File: config.mk
export PLATFORM = sky130hd
export DESIGN_NAME = bracket_quote_aware_tokenizer
export DESIGN_NICKNAME = d
export VERILOG_FILES = /design/src/rtl/bqat_pkg.sv /design/src/rtl/bqat_core.sv /design/src/rtl/bracket_quote_aware_tokenizer.sv
export SDC_FILE = /design/constraint.sdc
export NUM_CORES = 1
export LEC_CHECK = 0
export BUFFER_PORTS_ARGS = -buffer_cell sky130_fd_sc_hd__buf_2
export CAP_MARGIN = 0
export CORE_MARGIN = 5
export CORE_UTILIZATION = 38
export DETAILED_ROUTE_END_ITERATION = 8
export GPL_TIMING_DRIVEN = 1
export SYNTH_ARGS = -nofsm -noshare
export SYNTH_HDL_FRONTEND = slang
export SYNTH_SLANG_ARGS = --single-unit
File: constraint.sdc
create_clock -name clk_i -period 1.66 [get_ports clk_i]
set_input_delay 0.332 -clock clk_i [delete_from_list [all_inputs] [get_ports clk_i]]
set_output_delay 0.332 -clock clk_i [all_outputs]
set_load 0.01 [all_outputs]
File: src/rtl/bqat_pkg.sv
// ----------------------------------------------------------------------------
// bqat_pkg
// Types and constants shared by the quote- and bracket-aware tokenizer.
// ----------------------------------------------------------------------------
package bqat_pkg;

  // Byte codes that the scanner treats specially.
  localparam logic [7:0] ChQuote   = 8'h22;
  localparam logic [7:0] ChBslash  = 8'h5C;
  localparam logic [7:0] ChLCurly  = 8'h7B;
  localparam logic [7:0] ChRCurly  = 8'h7D;
  localparam logic [7:0] ChLSquare = 8'h5B;
  localparam logic [7:0] ChRSquare = 8'h5D;

  // Item kinds.
  localparam logic KindChar = 1'b0;
  localparam logic KindEos  = 1'b1;

  // Register map.
  localparam int unsigned AddrW       = 3;
  localparam logic        RegSeparator = 1'b0;
  localparam logic [7:0]  SepReset    = 8'd44;

  localparam int unsigned MaxDepthDefault = 255;

  typedef struct packed {
    logic       kind;
    logic [7:0] char_in;
  } in_item_t;

  typedef struct packed {
    logic       has_char;
    logic [7:0] char_out;
    logic       token_end;
    logic       string_end;
  } out_item_t;

endpackage

File: src/rtl/bqat_core.sv
// ----------------------------------------------------------------------------
// bqat_core
// Scanner state (quote, escape, nesting depths) and the per-byte decision.
// ----------------------------------------------------------------------------
module bqat_core #(
  parameter int unsigned MaxDepth = bqat_pkg::MaxDepthDefault
) (
  input  logic               clk_i,
  input  logic               rst_ni,
  input  logic               step_i,
  input  bqat_pkg::in_item_t item_i,
  input  logic [7:0]         separator_i,
  output bqat_pkg::out_item_t result_o
);
  import bqat_pkg::*;

  localparam int unsigned DepthW = $clog2(MaxDepth + 1);
  localparam logic [DepthW-1:0] DepthMax = DepthW'(MaxDepth);

  logic              in_quote_q, in_quote_d;
  logic              escape_q, escape_d;
  logic [DepthW-1:0] curly_q, curly_d;
  logic [DepthW-1:0] square_q, square_d;
  logic              split;

  function automatic logic [DepthW-1:0] depth_up(input logic [DepthW-1:0] d);
    depth_up = (d < DepthMax) ? d + 1'b1 : DepthMax;
  endfunction

  function automatic logic [DepthW-1:0] depth_down(input logic [DepthW-1:0] d);
    depth_down = (d != '0) ? d - 1'b1 : '0;
  endfunction

  always_comb begin
    in_quote_d = in_quote_q;
    escape_d   = escape_q;
    curly_d    = curly_q;
    square_d   = square_q;
    split      = 1'b0;
    if (item_i.kind == KindEos) begin
      in_quote_d = 1'b0;
      escape_d   = 1'b0;
      curly_d    = '0;
      square_d   = '0;
    end else if (escape_q) begin
      escape_d = 1'b0;
    end else if (in_quote_q) begin
      if (item_i.char_in == ChBslash) begin
        escape_d = 1'b1;
      end else if (item_i.char_in == ChQuote) begin
        in_quote_d = 1'b0;
      end
    end else if (item_i.char_in == ChQuote) begin
      in_quote_d = 1'b1;
    end else if (item_i.char_in == ChLCurly) begin
      curly_d = depth_up(curly_q);
    end else if (item_i.char_in == ChRCurly) begin
      curly_d = depth_down(curly_q);
    end else if (item_i.char_in == ChLSquare) begin
      square_d = depth_up(square_q);
    end else if (item_i.char_in == ChRSquare) begin
      square_d = depth_down(square_q);
    end else if (item_i.char_in == separator_i && curly_q == '0 && square_q == '0) begin
      split = 1'b1;
    end
  end

  always_comb begin
    if (item_i.kind == KindEos) begin
      result_o = '{has_char: 1'b0, char_out: 8'd0, token_end: 1'b1, string_end: 1'b1};
    end else if (split) begin
      result_o = '{has_char: 1'b0, char_out: 8'd0, token_end: 1'b1, string_end: 1'b0};
    end else begin
      result_o = '{has_char: 1'b1, char_out: item_i.char_in, token_end: 1'b0,
                   string_end: 1'b0};
    end
  end

  always_ff @(posedge clk_i or negedge rst_ni) begin
    if (!rst_ni) begin
      in_quote_q <= 1'b0;
      escape_q   <= 1'b0;
      curly_q    <= '0;
      square_q   <= '0;
    end else if (step_i) begin
      in_quote_q <= in_quote_d;
      escape_q   <= escape_d;
      curly_q    <= curly_d;
      square_q   <= square_d;
    end
  end

endmodule

File: src/rtl/bracket_quote_aware_tokenizer.sv
// ----------------------------------------------------------------------------
// bracket_quote_aware_tokenizer
// Splits a byte stream into tokens at a programmable separator, honoring
// double quotes, backslash escapes inside quotes, and curly/square nesting.
//
//   channel  direction  handshake               payload
//   in       sink       in_valid_i / in_stall_o   in_item_i  (kind, char_in)
//   out      source     out_valid_o / out_stall_i out_item_o (has_char, char_out,
//                                                  token_end, string_end)
//   cfg      sink       APB (psel/penable/pwrite) separator at byte address 0
//
// One beat in, one beat out; a new beat is taken every cycle unless the
// output stalls. Beats pass through the input register, then scanner logic
// into the result register. Reset clears the scanner state and sets the
// separator to a comma. An output stall holds the result register and, once
// the input register is also full, raises in_stall_o in the same cycle.
// ----------------------------------------------------------------------------
module bracket_quote_aware_tokenizer #(
  parameter int unsigned MaxDepth = bqat_pkg::MaxDepthDefault
) (
  input  logic                        clk_i,
  input  logic                        rst_ni,
  input  logic                        in_valid_i,
  output logic                        in_stall_o,
  input  bqat_pkg::in_item_t          in_item_i,
  output logic                        out_valid_o,
  input  logic                        out_stall_i,
  output bqat_pkg::out_item_t         out_item_o,
  input  logic                        psel,
  input  logic                        penable,
  input  logic                        pwrite,
  input  logic [bqat_pkg::AddrW-1:0]  paddr,
  input  logic [31:0]                 pwdata,
  output logic [31:0]                 prdata,
  output logic                        pready
);
  import bqat_pkg::*;

  logic [7:0] separator_q;
  logic       in_valid_q;
  in_item_t   in_item_q;
  logic       out_valid_q;
  out_item_t  out_item_q;
  out_item_t  result;
  logic       out_load;
  logic       in_load;
  logic       cfg_write;

  // Register access: bit 2 of the byte address selects the register.
  assign pready    = 1'b1;
  assign cfg_write = psel && penable && pwrite && (paddr[2] == RegSeparator);
  assign prdata    = (paddr[2] == RegSeparator) ? {24'd0, separator_q} : 32'd0;

  always_ff @(posedge clk_i or negedge rst_ni) begin
    if (!rst_ni) begin
      separator_q <= SepReset;
    end else if (cfg_write) begin
      separator_q <= pwdata[7:0];
    end
  end

  // The result register takes a new beat when it is empty or being drained.
  assign out_load   = in_valid_q && (!out_valid_q || !out_stall_i);
  assign in_stall_o = in_valid_q && !out_load;
  assign in_load    = in_valid_i && !in_stall_o;

  bqat_core #(
    .MaxDepth(MaxDepth)
  ) u_core (
    .clk_i      (clk_i),
    .rst_ni     (rst_ni),
    .step_i     (out_load),
    .item_i     (in_item_q),
    .separator_i(separator_q),
    .result_o   (result)
  );

  always_ff @(posedge clk_i or negedge rst_ni) begin
    if (!rst_ni) begin
      in_valid_q  <= 1'b0;
      out_valid_q <= 1'b0;
    end else begin
      if (in_load || out_load) begin
        in_valid_q <= in_load;
      end
      if (out_load || !out_stall_i) begin
        out_valid_q <= out_load;
      end
    end
  end

  always_ff @(posedge clk_i) begin
    if (in_load) begin
      in_item_q <= in_item_i;
    end
    if (out_load) begin
      out_item_q <= result;
    end
  end

  assign out_valid_o = out_valid_q;
  assign out_item_o  = out_item_q;

endmodule

==> run summary, run 1 <==
CP max FO: 5
Final Setup Violations: 27
Post-synth EDFFs: 20
initial antenna violation count: 0
grt total ovfl: 0
vias in the first global route: 2786
H-tree depth: 2
FILL cells: 700
status: complete, but fails checks
final hold violation count: 0
Ports: 97
clk slew on worst S/H paths: 100 ps
Main synth FF type: dfrtp_1
RSZ-0062 raised after global routing: true
DR vias: 2846
Syn Std Cell Area: 3090 µm²
largest net degree at the start of global routing: 29
core area: 8090 µm²
Final Slew Violations: 0
DRC Markers: 0
FFs w/ async S/R, synth: 58.3%
Synth Area in Adders: 2.43%
CTS tree: done
GPL Wtd Cong: 0.851
Critical Path Source: in_item_q[6]
post-synthesis mux area share: 3.24%
DP HPWL: 6010 µm
initial cell density of the core: 38.2%
port buffer count: 45
CP arrival: 2050 ps
Pre-Repair DR Iteration Count: 4
crit end category: register
r2r endpoint: out_item_o[5]
Area Overhead vs Synth: 45.8%
Tot Pwr: 3490 µW
ratio of cells with drive above 1 in the final layout: 49.2%
synth top area cells: dfrtp_1 20%, edfxtp_1 19%, buf_4 6.6%
Max Clk Rate: 504 MHz
R2R depth: 5
fin crit period: 1990 ps
simple-gate share of the synthesized area: 22.1%
XOR/XNOR Fraction of Synth Area: 3.11%
main combinational cell family by area after synthesis: simple AND/OR/NAND/NOR gates
GRT Util Overall: 17.0%
total CTS buffers: 5
area share of the largest cell type after synthesis: 20.2%
remaining antenna violation count: 0
clock skew: 8.93 ps
DR vias/cell: 5.19
Yosys warning count: 0
most frequent cells in the layout: 89 x buf_4, 45 x buf_2, 25 x conb_1, 25 x dfrtp_1, 20 x edfxtp_1
Max Buffers Root-to-Sink: 2
Post-Layout Inst Area: 4510 µm²
Clock Latency Late Sink: 300 ps
commonest non-fill, non-tap cell in the layout: buf_4
Hold Crit Class: primary input to async pin
synth unique cells: 68
DRT Wirelength: 8700 µm
Crit Path Class: register to register
pwr/cell area: 773 nW/µm²
Critical Path RT: 1730 ps
failing checks: negative setup slack
relative slew slack: 52.6%
RR Startpoint: in_item_q[6]
Synth Instances: 302
DR WL/cell: 15.9 µm
first-pass GRT wire length: 13800 µm
final worst-path cycle share: 120%
setup TNS: -6050 ps
Total Die Area: 10000 µm²
setup ws final: -326 ps
register area share after synthesis: 42.2%
drt first-iter violations: 122
Compound-Gate Fraction of Synth Area: 16.3%
Area after DPL: 3880 µm²
cell leakage power: 0.00207 µW
max cap viols: 0
nets: 499
die height: 100 µm
Avg Cell Area, Syn: 10.2 µm²
CP startpoint kind: register
Synth area leader: dfrtp_1
n_diodes: 0
Die X: 100 µm
Root Buffer: clkbuf_8
reg-to-reg setup timing slack: -330 ps
FF+latch count, synth: 48
Rows: 33
Hold-fix buffers, CTS: 0
Sink Count: 48
Slew @ Worst Pin: 712 ps
Max VDD drop: 0.551 mV
worst hold margin: 62.4 ps
==> Yosys cell counts (3+ instances only) <==
| cell type | n |
|---|---|
| a211o_1 | 3 |
| a211oi_1 | 3 |
| a21o_1 | 7 |
| a21oi_1 | 10 |
| a22o_1 | 3 |
| a32o_1 | 4 |
| and2_1 | 10 |
| and3_1 | 4 |
| buf_2 | 6 |
| buf_4 | 27 |
| buf_6 | 3 |
| dfrtp_1 | 25 |
| dfstp_2 | 3 |
| edfxtp_1 | 20 |
| ha_1 | 6 |
| inv_1 | 13 |
| mux2_2 | 8 |
| nand2_1 | 14 |
| nand3_1 | 15 |
| nand3b_1 | 3 |
| nand4_1 | 7 |
| nand4b_1 | 4 |
| nor2_1 | 13 |
| nor2b_1 | 11 |
| nor3_1 | 5 |
| nor4b_1 | 3 |
| o2111ai_1 | 3 |
| o21ai_0 | 11 |
| o22a_1 | 3 |
| xnor2_1 | 9 |
==> worst max-delay path: stages (launching register included) <==
cell and delay, ps:
edfxtp_1 510, and3b_2 270, nor3b_4 160, nor4_4 330, a41oi_2 250, and2_1 230
==> cell families after synthesis <==
kind of cell | after synthesis
compound gates | 66
mux | 9
flops | 48
other cells | 2
buf+inv | 51
simple gates | 109
fa+ha+maj | 6
xor+xnor | 11
==> per-stage QoR <==
| stage | instances | util, % | setup slack (ps) |
|---|---|---|---|
| 2_1_floorplan | 325 | - | -109 |
| 3_3_place_gp | 514 | 48.0 | -346 |
| 3_5_place_dp | 514 | 48.0 | -355 |
| 4_1_cts | 540 | 54.0 | -290 |
| 5_1_grt | 548 | 55.7 | -417 |
| 6_report | 548 | 55.7 | -326 |
==> registers in the layout, indices dropped and copies added, names as in the netlist <==
register	flops
out_item_o	11
in_item_q	9
separator_q	8
u_core.curly_q	8
u_core.square_q	8
in_valid_q	1
out_valid_o	1
u_core.escape_q	1
u_core.in_quote_q	1
==> timing repair <==
action,CTS,global route
gates resized for setup,48,16
buffers inserted,18,12
gates cloned,1,0
pin swaps,28,20
endpoints found under the setup margin,27,28
==> routing by layer <==
layer  track usage [%]  share of wire (%)  vias to the layer above
li1                  -                  -                     1351
met1              21.7                 42                     1416
met2              29.9                 52                       68
met3              3.13                4.5                       11
met4              3.52                1.1                        0
met5                 0                  0                        -
==> how the worst max path moves through the flow <==
stage | end | cells after the start
after global placement | out_item_o[1] | 4
final | out_item_o[5] | 5
after floorplan | u_core.curly_q[4] | 8
after CTS | out_item_o[8] | 5
after global routing | out_item_o[5] | 6
after detailed placement | out_item_o[1] | 4
==> report_power, final <==
part	total [µW]	leakage (µW)	switching (µW)	internal [µW]
logic	970	0.00145	447	522
clock network	1030	0.0000687	420	607
registers	1490	0.000553	118	1370
total	3490	0.00207	986	2500
==> layout make-up <==
type	instances	area, µm²	area share, %
multi-input cells	227	1850	41.0
well taps	105	131	2.91
clock inverters	3	68.8	1.53
repair buffers	147	1040	23.1
inverters	13	48.8	1.08
clock buffers	5	68.8	1.53
flip-flops and latches	48	1310	28.9
Power figures use the tool's default switching activity.
==> inputs of run 2 (changes only) <==
--- a/config.mk
+++ b/config.mk
@@ -11,6 +11,8 @@
 export CORE_UTILIZATION = 38
 export DETAILED_ROUTE_END_ITERATION = 8
 export GPL_TIMING_DRIVEN = 1
+export SKIP_LAST_GASP = 1
 export SYNTH_ARGS = -nofsm -noshare
 export SYNTH_HDL_FRONTEND = slang
 export SYNTH_SLANG_ARGS = --single-unit
+export TNS_END_PERCENT = 5
==> run summary, run 2 (same netlist as run 1, synthesis figures left out) <==
DR vias: 2687 (was 2846)
final hold violation count: 0 (unchanged)
CP peak stage delay: 540 ps (was 510 ps)
Area after DPL: 3870 µm² (was 3880 µm²)
reg-to-reg setup timing slack: -310 ps (was -330 ps)
largest net degree at the start of global routing: 29 (unchanged)
combinational share of power: 24.6% (was 27.8%)
setup ws final: -314 ps (was -326 ps)
DRT Wirelength: 7440 µm (was 8700 µm)
DR WL/cell: 14.1 µm (was 15.9 µm)
Final Slew Violations: 0 (unchanged)
nets: 477 (was 499)
Critical Path RT: 1870 ps (was 1730 ps)
Switching Fraction: 28.2% (was 28.3%)
ratio of cells with drive above 1 in the final layout: 40.1% (was 49.2%)
initial antenna violation count: 0 (unchanged)
power share of the sequential group: 47.2% (was 42.7%)
initial cell density of the core: 38.2% (unchanged)
non-filler cells, final: 526 (was 548)
Max Clk Rate: 507 MHz (was 504 MHz)
crit end category: register (unchanged)
Largest register FFs: 11 (unchanged)
Total Die Area: 10000 µm² (unchanged)
grt total ovfl: 0 (unchanged)
Slew @ Worst Pin: 524 ps (was 712 ps)
RSZ-0062 raised after global routing: true (unchanged)
port buffer count: 45 (unchanged)
vias in the first global route: 2616 (was 2786)
Post-Layout Inst Area: 4070 µm² (was 4510 µm²)
first-pass GRT wire length: 12300 µm (was 13800 µm)
Area Overhead vs Synth: 31.5% (was 45.8%)
Root Buffer: clkbuf_8 (unchanged)
GRT Util Overall: 15.1% (was 17.0%)
Final Setup Violations: 26 (was 27)
remaining antenna violation count: 0 (unchanged)
total CTS buffers: 5 (unchanged)
Die X: 100 µm (unchanged)
DR vias/cell: 5.11 (was 5.19)
most frequent cells in the layout: 78 x buf_4, 45 x buf_2, 25 x conb_1, 25 x dfrtp_1, 20 x edfxtp_1 (was 89 x buf_4, 45 x buf_2, 25 x conb_1, 25 x dfrtp_1, 20 x edfxtp_1)
CP startpoint kind: register (unchanged)
DP Cell Count: 514 (unchanged)
max cap viols: 0 (unchanged)
DP HPWL: 5670 µm (was 6010 µm)
cell leakage power: 0.00188 µW (was 0.00207 µW)
Max Buffers Root-to-Sink: 2 (unchanged)
CP arrival: 2180 ps (was 2050 ps)
core area: 8090 µm² (unchanged)
Max VDD drop: 0.421 mV (was 0.551 mV)
die height: 100 µm (unchanged)
pwr/cell area: 771 nW/µm² (was 773 nW/µm²)
n_diodes: 0 (unchanged)
DRC Markers: 0 (unchanged)
CTS tree: done (unchanged)
Switch Pwr: 885 µW (was 986 µW)
clk slew on worst S/H paths: 100 ps (about the same)
Sink Count: 48 (unchanged)
Crit Path Class: register to register (unchanged)
GPL Wtd Cong: 0.813 (was 0.851)
Ports: 97 (unchanged)
Tot Pwr: 3130 µW (was 3490 µW)
Clock Latency Late Sink: 310 ps (was 300 ps)
H-tree depth: 2 (unchanged)
Pre-Repair DR Iteration Count: 4 (unchanged)
drt first-iter violations: 58 (was 122)
ordered cell list for the critical path: and4b_2, buf_4, a2111o_1, a22oi_1, nor2_1, o22a_1 (was and3b_2, nor3b_4, nor4_4, a41oi_2, and2_1)
slowest CP cell: edfxtp_1 (unchanged)
commonest non-fill, non-tap cell in the layout: buf_4 (unchanged)
Rows: 33 (unchanged)
clock skew: 5.21 ps (was 8.93 ps)
Internal Power: 2250 µW (was 2500 µW)
Clock power frac: 28.1% (was 29.5%)
CP max FO: 6 (was 5)
failing checks: negative setup slack (unchanged)
final worst-path cycle share: 119% (was 120%)
Hold Crit Class: primary input to async pin (unchanged)
fin crit period: 1970 ps (was 1990 ps)
status: complete, but fails checks (unchanged)
relative slew slack: 64.9% (was 52.6%)
-- run 2: changes by cell type in the layout (fill, tap and decap cells not counted), moves of 3 or more --
cell,previous run,this run
a21oi_2,3,0
buf_6,13,3
a21oi_1,7,10
nor3_1,2,5
o21ai_0,5,11
buf_4,89,78
o21ai_1,5,1
-- run 2: critical path: cells and delay by family, from the launching register on --
kind / cells / cell delay, ps
flops: 1 / 540
buf+inv: 1 / 170
compound gates: 3 / 760
simple gates: 2 / 400
-- run 2: metrics by stage --
step | hold WS, ps | setup TNS (ps) | worst slack (ps) | util [%]
after detailed placement | 374 | -7410 | -354 | 47.8
final | 28.2 | -5870 | -314 | 50.3
after global routing | 49.2 | -8810 | -388 | 50.3
after floorplan | 36.4 | -1540 | -110 | -
after global placement | 372 | -6520 | -320 | 47.8
after CTS | 31.3 | -7760 | -362 | 49.4
-- run 2: power groups by stage --
stage / sequential, µW / combinational [µW] / clock [µW]
5_1_grt: 1500 / 851 / 951
2_1_floorplan: 1480 / 458 / 0
6_report: 1480 / 772 / 882
3_5_place_dp: 1500 / 747 / 0
4_1_cts: 1470 / 755 / 914
3_3_place_gp: 1490 / 736 / 0
-- run 2: routing by layer --
| layer | global-route usage, % | routed length [µm] |
|---|---|---|
| met4 | 4.77 | 95 |
| met2 | 25.9 | 3660 |
| met5 | 0 | 0 |
| met1 | 19.5 | 3280 |
| met3 | 2.57 | 406 |
-- run 2: final timing paths --
check	to	start	cells after the start
worst max-delay path	u_core.square_q[3]	in_item_q[1]	6
worst min-delay path	in_valid_q	rst_ni	2
worst max register to register	u_core.square_q[3]	in_item_q[1]	6
worst min register to register	out_valid_o	in_valid_q	1
max in group asynchronous	separator_q[5]	rst_ni	2
min in group clk_i	in_item_q[3]	in_item_i[3]	1
-- run 2: cell type report --
class / instances / area [µm²]
multi-input combinational: 226 / 1620
sequential: 48 / 1310
fill: 759 / 4030
clock inverter: 3 / 46.3
timing repair buffer: 126 / 845
inverter: 13 / 48.8
tap: 105 / 131
clock buffer: 5 / 68.8
-- run 2: repair_timing --
item / 4_1_cts / 5_1_grt
hold buffers: 0 / 0
setup endpoints to repair: 27 / 27
endpoints found under the hold margin: 0 / 0
pin swaps: 0 / 7
buffers inserted: 2 / 2
resized for setup: 0 / 10
==> inputs of run 3 (changes only) <==
--- a/config.mk
+++ b/config.mk
@@ -7,10 +7,13 @@
 export LEC_CHECK = 0
 export BUFFER_PORTS_ARGS = -buffer_cell sky130_fd_sc_hd__buf_2
 export CAP_MARGIN = 0
+export CELL_PAD_IN_SITES_DETAIL_PLACEMENT = 1
+export CELL_PAD_IN_SITES_GLOBAL_PLACEMENT = 1
 export CORE_MARGIN = 5
-export CORE_UTILIZATION = 38
+export CORE_UTILIZATION = 35
 export DETAILED_ROUTE_END_ITERATION = 8
 export GPL_TIMING_DRIVEN = 1
+export PLACE_DENSITY_LB_ADDON = 0.1
 export SKIP_LAST_GASP = 1
 export SYNTH_ARGS = -nofsm -noshare
 export SYNTH_HDL_FRONTEND = slang
==> run summary, run 3 (same netlist as run 1, synthesis figures left out) <==
status: complete, but fails checks (unchanged)
failing checks: negative setup slack (unchanged)
final hold violation count: 0 (unchanged)
ratio of cells with drive above 1 in the final layout: 40.6% (was 40.1%)
pwr/cell area: 809 nW/µm² (was 771 nW/µm²)
Slew @ Worst Pin: 553 ps (was 524 ps)
non-filler cells, final: 537 (was 526)
Die X: 104 µm (was 100 µm)
DR WL/cell: 16.7 µm (was 14.1 µm)
core area: 8680 µm² (was 8090 µm²)
first-pass GRT wire length: 14900 µm (was 12300 µm)
most frequent cells in the layout: 85 x buf_4, 45 x buf_2, 25 x conb_1, 25 x dfrtp_1, 20 x edfxtp_1 (was 78 x buf_4, 45 x buf_2, 25 x conb_1, 25 x dfrtp_1, 20 x edfxtp_1)
Sink Count: 48 (unchanged)
r2r endpoint: out_item_o[5] (was u_core.square_q[3])
remaining antenna violation count: 0 (unchanged)
CP max FO: 5 (was 6)
Root Buffer: clkbuf_8 (unchanged)
Rows: 34 (was 33)
Max VDD drop: 0.522 mV (was 0.421 mV)
Internal Power: 2430 µW (was 2250 µW)
fin crit period: 2020 ps (was 1970 ps)
Max Clk Rate: 495 MHz (was 507 MHz)
crit end category: register (unchanged)
Total Die Area: 10800 µm² (was 10000 µm²)
DRC Markers: 0 (unchanged)
DRT Wirelength: 8950 µm (was 7440 µm)
CTS tree: done (unchanged)
CP peak stage delay: 510 ps (was 540 ps)
RSZ-0062 raised after global routing: true (unchanged)
cell leakage power: 0.00193 µW (was 0.00188 µW)
hold_sp: in_item_i[6]
GPL Wtd Cong: 0.812 (was 0.813)
RR Startpoint: in_item_q[2] (was in_item_q[1])
Clock power frac: 30.6% (was 28.1%)
R2R depth: 6 (unchanged)
drt first-iter violations: 70 (was 58)
Core Util, Final: 48.1% (was 50.3%)
commonest non-fill, non-tap cell in the layout: buf_4 (unchanged)
DR vias: 2766 (was 2687)
Clock Latency Late Sink: 310 ps (about the same)
Area Overhead vs Synth: 35.1% (was 31.5%)
Critical Path RT: 1730 ps (was 1870 ps)
DR vias/cell: 5.15 (was 5.11)
Final Setup Violations: 27 (was 26)
port buffer count: 45 (unchanged)
ordered cell list for the critical path: buf_4, xnor2_2, nor3b_4, nor4_4, a41oi_2, and2_1 (was and4b_2, buf_4, a2111o_1, a22oi_1, nor2_1, o22a_1)
crit-path leading delay family: simple AND/OR/NAND/NOR gates (was compound AO/OA/AOI/OAI gates)
slowest CP cell: edfxtp_1 (unchanged)
nets: 485 (was 477)
Hold Crit Class: primary input to register (was primary input to async pin)
GRT Util Overall: 16.7% (was 15.1%)
Worst Path Buf+Inv: 1 (unchanged)
Ports: 97 (unchanged)
initial cell density of the core: 35.6% (was 38.2%)
clk slew on worst S/H paths: 100 ps (about the same)
Crit Path Class: register to register (unchanged)
reg-to-reg setup timing slack: -360 ps (was -310 ps)
Worst Hold End: in_item_q[6]
initial antenna violation count: 0 (unchanged)
H-tree depth: 2 (unchanged)
vias in the first global route: 2915 (was 2616)
CP arrival: 2090 ps (was 2180 ps)
n_diodes: 0 (unchanged)
FILL cells: 1017 (was 759)
DP HPWL: 6790 µm (was 5670 µm)
setup ws final: -361 ps (was -314 ps)
power share of the sequential group: 43.9% (was 47.2%)
largest net degree at the start of global routing: 29 (unchanged)
Largest register FFs: 11 (unchanged)
total CTS buffers: 5 (unchanged)
relative slew slack: 63.0% (was 64.9%)
Max Buffers Root-to-Sink: 2 (unchanged)
clock skew: 6.78 ps (was 5.21 ps)
Final Slew Violations: 0 (unchanged)
DP Cell Count: 524 (was 514)
Area after DPL: 3950 µm² (was 3870 µm²)
hold path cells: 1
setup TNS: -7120 ps (was -5870 ps)
CP startpoint kind: register (unchanged)
Crit path depth: 6 (unchanged)
max cap viols: 0 (unchanged)
final worst-path cycle share: 122% (was 119%)
die height: 104 µm (was 100 µm)
Post-Layout Inst Area: 4180 µm² (was 4070 µm²)
combinational share of power: 25.6% (was 24.6%)
Switching Fraction: 28.0% (was 28.2%)
grt total ovfl: 0 (unchanged)
Pre-Repair DR Iteration Count: 4 (unchanged)
Switch Pwr: 947 µW (was 885 µW)
[run 3: worst max-delay path by stage]
stage / start / endpoint / slack, ps
2_1_floorplan: in_item_q[2] / u_core.curly_q[4] / -110
3_3_place_gp: in_item_q[2] / out_item_o[1] / -360
3_5_place_dp: in_item_q[2] / out_item_o[1] / -370
4_1_cts: in_item_q[2] / out_item_o[8] / -330
5_1_grt: in_item_q[2] / out_item_o[7] / -460
6_report: in_item_q[2] / out_item_o[5] / -360
[run 3: cell type report]
class | instances | area (µm²) | share of cell area (%)
inverters | 13 | 48.8 | 1.17
multi-input cells | 227 | 1640 | 39.3
flip-flops and latches | 48 | 1310 | 31.2
clock inverters | 2 | 60.1 | 1.44
repair buffers | 133 | 913 | 21.9
clock buffers | 6 | 72.6 | 1.74
well taps | 108 | 135 | 3.23
[run 3: metrics by stage]
stage	setup slack (ps)	hold slack (ps)	total power, µW
after floorplan	-110	36.4	1940
final	-361	193	3380
after detailed placement	-370	314	2320
after global routing	-463	177	3540
after global placement	-361	306	2300
after CTS	-328	184	3410
[run 3: routing by layer]
metal | wire length (µm) | up-vias | global-route usage, %
li1 | - | 1319 | -
met1 | 4030 | 1379 | 21.6
met2 | 4470 | 62 | 29.1
met3 | 372 | 6 | 2.61
met4 | 77 | 0 | 3.79
met5 | 0 | - | 0
[run 3: what timing repair did]
item	4_1_cts	5_1_grt
resized for setup	8	0
pin swaps	3	1
hold endpoints to repair	25	0
cloned	1	0
hold buffers	1	0
setup endpoints to repair	27	27
setup buffers	3	0
[run 3: worst register-to-register path, stage by stage (launching register included)]
cell	delay (ps)
edfxtp_1	510
buf_4	190
xnor2_2	200
nor3b_4	80
nor4_4	340
a41oi_2	240
and2_1	210
[run 3: power by group through the flow]
stage | combinational, µW | clock (µW) | sequential (µW)
2_1_floorplan | 458 | 0 | 1480
3_3_place_gp | 802 | 0 | 1500
3_5_place_dp | 815 | 0 | 1500
4_1_cts | 869 | 1060 | 1480
5_1_grt | 943 | 1100 | 1500
6_report | 864 | 1030 | 1480
